**src/rtl/nth_regular_number_generator_macros.svh**
```systemverilog
// assertion macros shared by the regular number generator modules
`ifndef NTH_REGULAR_NUMBER_GENERATOR_MACROS_SVH
`define NTH_REGULAR_NUMBER_GENERATOR_MACROS_SVH

// property that must hold at every clock edge outside reset
`define NRG_ASSERT(lbl, prop) \
	lbl: assert property (@(posedge clk) disable iff (!arst_n) (prop)) \
		else $error("nrg assertion failed");

// consequent that must hold in the cycle after the antecedent
`define NRG_ASSERT_NEXT(lbl, ante, cons) \
	lbl: assert property (@(posedge clk) disable iff (!arst_n) (ante) |=> (cons)) \
		else $error("nrg sequence assertion failed");

`endif

```
**src/rtl/nrg_pkg.sv**
```systemverilog
// shared types and constants for the regular number generator
package nrg_pkg;

	localparam int POS_W = 13;
	localparam int VAL_W = 64;
	localparam int N_CAND = 3;

	// candidate slots
	localparam int SEL_TWO   = 0;
	localparam int SEL_THREE = 1;
	localparam int SEL_FIVE  = 2;

	// result status codes
	localparam logic STATUS_OK    = 1'b0;
	localparam logic STATUS_RANGE = 1'b1;

	// seeds of the series
	localparam logic [VAL_W-1:0] SEED_ONE   = VAL_W'(1);
	localparam logic [VAL_W-1:0] SEED_TWO   = VAL_W'(2);
	localparam logic [VAL_W-1:0] SEED_THREE = VAL_W'(3);
	localparam logic [VAL_W-1:0] SEED_FIVE  = VAL_W'(5);

	typedef struct packed {
		logic load_pos;
		logic gen_wr;
		logic cand_rd;
		logic cand_upd;
		logic res_rd;
		logic out_load;
	} nrg_cmd_t;

	typedef struct packed {
		logic pos_err;
		logic need_gen;
		logic adv_more;
	} nrg_stat_t;

endpackage

```
**src/rtl/nrg_ctrl.sv**
```systemverilog
// controller state machine of the regular number generator
module nrg_ctrl import nrg_pkg::*; (
	input  logic      clk,
	input  logic      arst_n,
	input  logic      in_valid,
	output logic      in_ready,
	output logic      out_valid,
	input  logic      out_ready,
	input  nrg_stat_t stat,
	output nrg_cmd_t  cmd
);

	localparam logic [2:0] S_IDLE     = 3'd0;
	localparam logic [2:0] S_CHECK    = 3'd1;
	localparam logic [2:0] S_GEN_WR   = 3'd2;
	localparam logic [2:0] S_CAND_RD  = 3'd3;
	localparam logic [2:0] S_CAND_UPD = 3'd4;
	localparam logic [2:0] S_RES_RD   = 3'd5;
	localparam logic [2:0] S_RESULT   = 3'd6;

	logic [2:0] state_q, state_d;
	logic       out_valid_q;
	logic       out_free;

	assign out_free = !out_valid_q || out_ready;
	assign in_ready = (state_q == S_IDLE);

	always_comb begin
		state_d = state_q;
		cmd     = '0;
		case (state_q)
			S_IDLE: begin
				if (in_valid) begin
					cmd.load_pos = 1'b1;
					state_d      = S_CHECK;
				end
			end
			S_CHECK: begin
				if (stat.pos_err) state_d = S_RESULT;
				else if (stat.need_gen) state_d = S_GEN_WR;
				else state_d = S_RES_RD;
			end
			S_GEN_WR: begin
				cmd.gen_wr = 1'b1;
				state_d    = S_CAND_RD;
			end
			S_CAND_RD: begin
				cmd.cand_rd = 1'b1;
				state_d     = S_CAND_UPD;
			end
			S_CAND_UPD: begin
				cmd.cand_upd = 1'b1;
				if (stat.adv_more) state_d = S_CAND_RD;
				else if (stat.need_gen) state_d = S_GEN_WR;
				else state_d = S_RES_RD;
			end
			S_RES_RD: begin
				cmd.res_rd = 1'b1;
				state_d    = S_RESULT;
			end
			S_RESULT: begin
				if (out_free) begin
					cmd.out_load = 1'b1;
					state_d      = S_IDLE;
				end
			end
			default: state_d = S_IDLE;
		endcase
	end

	always_ff @(posedge clk or negedge arst_n) begin
		if (!arst_n) begin
			state_q     <= S_IDLE;
			out_valid_q <= 1'b0;
		end else begin
			state_q <= state_d;
			if (cmd.out_load) out_valid_q <= 1'b1;
			else if (out_ready) out_valid_q <= 1'b0;
		end
	end

	assign out_valid = out_valid_q;

	`include "nth_regular_number_generator_macros.svh"

	`NRG_ASSERT(a_no_overwrite, cmd.out_load |-> (!out_valid_q || out_ready))
	`NRG_ASSERT_NEXT(a_gen_then_refill, cmd.gen_wr, cmd.cand_rd)
	`NRG_ASSERT_NEXT(a_transfer_checked, in_valid && in_ready, state_q == S_CHECK)

endmodule

```
**config.mk**
```make
export PLATFORM = sky130hd
export DESIGN_NAME = nrg_ctrl
export DESIGN_NICKNAME = d
export VERILOG_FILES = /design/src/rtl/nrg_pkg.sv /design/src/rtl/nrg_ctrl.sv
export VERILOG_INCLUDE_DIRS = /design/src /design/src/rtl
export SDC_FILE = /design/constraint.sdc
export NUM_CORES = 1
export LEC_CHECK = 0
export BUFFER_PORTS_ARGS = -buffer_cell sky130_fd_sc_hd__buf_2
export CORE_AREA = 2 2 39 41
export CTS_BUF_LIST = sky130_fd_sc_hd__clkbuf_8
export DETAILED_ROUTE_END_ITERATION = 6
export DIE_AREA = 0 0 41 43
export HOLD_SLACK_MARGIN = 0.02
export PLACE_DENSITY = 0.41
export SLEW_MARGIN = 20
export SYNTH_ARGS = -nofsm -noshare
export SYNTH_HDL_FRONTEND = slang
export SYNTH_SLANG_ARGS = --single-unit
```
**constraint.sdc**
```tcl
create_clock -name clk -period 1.35 [get_ports clk]
set_clock_uncertainty 0.15 [all_clocks]
set_input_delay 0.0675 -clock clk [delete_from_list [all_inputs] [get_ports clk]]
set_output_delay 0.0675 -clock clk [all_outputs]
set_load 0.02 [all_outputs]
```
==> results_dict.tcl <==
set metrics [dict create \
    clockBufferDepth 2 \
    setup_viol 1 \
    synthDistinctLibCells 17 \
    antenna_cells 0 \
    cts_tree "done" \
    start_util_pct 21.25 \
    r2r-start "state_q[2]" \
    yosys.area_share.simple_pct 29.36 \
    grt_antenna_before_repair 0 \
    ys_ff_latch 4 \
    start_kind "flop" \
    synth_area_leaders "dfrtp_1 34%, o21ai_0 8.5%, nor2_1 7.7%" \
    grt_overflow 0 \
    core_mm2 0.001384 \
    path_cells "nor3_4 > and2_4 > buf_6" \
    holdWs_ps 33.77 \
    hp-class "input port to asynchronous set/reset pin" \
    comb_power_share_pct 57.5 \
    cpPeakStageDelay_ps 450 \
    yosys.area.top_type_share_pct 34.04 \
    grt_max_degree 9 \
    final_nets 69 \
    synthCells 37 \
    die_w_um 41 \
    p_seq_share_pct 24.0 \
    cellPowerDensity_mw_per_mm2 2604 \
    fp.dieH_um 43 \
    routed_wl_um 794 \
    arrival_ps 1130 \
    crit_buf_inv 1 \
    drive_gt1_share_pct 61.67 \
    final_hold_viol_count 0 \
    synth-compound-area-share_pct 25.11 \
    grt_use_met2_pct 15.31 \
    report.final.slew_viol_count 0 \
    synth_top_family_by_area "simple AND/OR/NAND/NOR gates" \
    fin_crit_ps 1351 \
    p_sw_share_pct 41.61 \
    globalplace.congestion 0.6836 \
    vias 354 \
    drc_errors 0 \
    detail_route.vias_per_cell 4.658 \
    p_sw_mw 0.5519 \
    worstSkewPairLatency_ps 210 \
    first_pass_iters 3 \
    synth_area_um2 294.0 \
    crit_start "state_q[2]" \
    drtIter0Drc 4 \
    synth_xor_area_share_pct 0 \
    top_level_ports 15 \
    io_buffers 14 \
    maxSlewHeadroom_pct 85.74 \
    avgSynthCellArea_um2 7.947 \
    grt_pass1_vias 294 \
    synthAdderAreaFrac_pct 0 \
    cts_made_buffers 3 \
    wire_per_inst_um 10.45 \
    worstPathRequired_ps 1130 \
    clkPwrFrac_pct 18.4 \
    critPathKind "flop to primary output" \
    p_leak_nw 0.2512 \
    cp_max_fo 6 \
    cts_sinks 4 \
    clkSlewWorstSetupHoldPaths_ps 30 \
    dieArea_mm2 0.001763 \
    status "finished, violations left" \
    crit_path_end_kind "primary output" \
    fmax_mhz 740.0 \
    grt.total_usage_pct 10.66 \
    clock_tree.root_cell "clkbuf_8" \
    internal_power_mw 0.7744 \
    synth-seq-area-share_pct 34.04 \
    placed_area_um2 369.1 \
    ant_nets 0 \
    synthToLayoutAreaGrowth_pct 73.19 \
    use_met1_pct 13.59 \
    cts-htree-levels 1 \
    synthMuxAreaShare_pct 0 \
    finalWorstSetupSlack_ps -1.278 \
    met3_usage_pct 1.571 \
    cp_top_family "flip-flops" \
    crit_slowest_cell "dfrtp_2" \
    final_min_period_over_clock_period_pct 100.1 \
    grt_pass1_wl_mm 1.228 \
    top_usage_layer "met2" \
    dp_worst_setup_slack_ps 31.10 \
    synth_warnings 0 \
    violations "setup timing" \
    max_cap_violations 0 \
    worst_pin_slew_ps 211.6 \
    fin_area_um2 509.2 \
    yosysTopAreaCell "dfrtp_1" \
    rsz0062_at_grt "yes" \
    num_rows 14 \
    peakVddDrop_v 0.0007575 \
    synth_nets 44 \
    dp_hpwl_um 514 \
]
-- what timing repair did --
action / in CTS / in global routing
endpoints found under the hold margin: 4 / 0
hold buffers: 1 / 0
setup buffers: 5 / 3
pin swaps: 3 / 1
resized for setup: 8 / 7
endpoints found under the setup margin: 6 / 8
-- logic make-up (layout without fill, tap and decap cells) --
group,count (synthesis),count (layout)
compound gates,10,10
buf+inv,5,28
flops,4,4
simple gates,18,18
-- sequential cells by signal, indices dropped and copies added, names as in the netlist --
| signal | count |
|---|---|
| state_q | 3 |
| out_valid | 1 |
-- synth_stat cells --
cell type	instances
and3_1	2
o221a_2	1
buf_4	2
nand2b_1	1
and2b_1	1
dfrtp_1	4
nor2_1	6
nor3_1	4
inv_1	2
a21oi_1	1
buf_6	1
nand2_1	3
and2_1	1
a31o_2	1
a211oi_1	1
o21ai_0	5
o41ai_2	1
-- power groups by stage --
stage	combinational [mW]	clock, mW	sequential (mW)
after detailed placement	0.504	0	0.330
after global placement	0.515	0	0.335
final	0.763	0.245	0.319
after floorplan	0.517	0	0.223
after CTS	0.666	0.252	0.311
after global routing	0.841	0.264	0.339
-- cell usage in the layout, fill, tap and decap left out, types with 2 or more instances in the layout --
cell type / count
buf_2: 11
buf_4: 9
nor2_1: 5
o21ai_0: 5
nor3_1: 3
clkbuf_8: 3
dfrtp_2: 3
and3_1: 2
nand2_1: 2
buf_6: 2
-- routing by layer --
layer | vias up | wire, um
met4 | 0 | 0
met5 | - | 0
met2 | 9 | 422
li1 | 177 | -
met3 | 0 | 36
met1 | 168 | 336
-- area by class of cell --
cell class / count / area [um2]
fill: 159 / 874.6
multi-input combinational: 28 / 178.9
timing repair buffer: 23 / 155.1
sequential: 4 / 103.9
clock buffer: 3 / 41.29
tap: 16 / 20.02
inverter: 2 / 10.01
-- metrics by stage --
| step | power, mW | utilization (%) | TNS, ps | cells |
|---|---|---|---|---|
| floorplan | 0.7403 | - | 0 | 37 |
| global placement | 0.8495 | 26.67 | -34.99 | 64 |
| detailed placement | 0.8335 | 26.67 | 0 | 64 |
| CTS | 1.229 | 33.91 | -0.3620 | 73 |
| global route | 1.443 | 36.80 | -150.5 | 76 |
| finish | 1.326 | 36.80 | -1.278 | 76 |
-- worst paths after layout --
| kind | end | slack, ps | depth (start not counted) |
|---|---|---|---|
| worst max-delay path | cmd[5] | -1 | 3 |
| worst min-delay path | out_valid | 30 | 2 |
| worst max register to register | state_q[0] | 10 | 3 |
| worst min register to register | out_valid | 390 | 2 |
| max in group asynchronous | state_q[0] | 890 | 2 |
| min in group clk | state_q[0] | 40 | 3 |
Note: power is estimated with default switching activity, not from simulation.
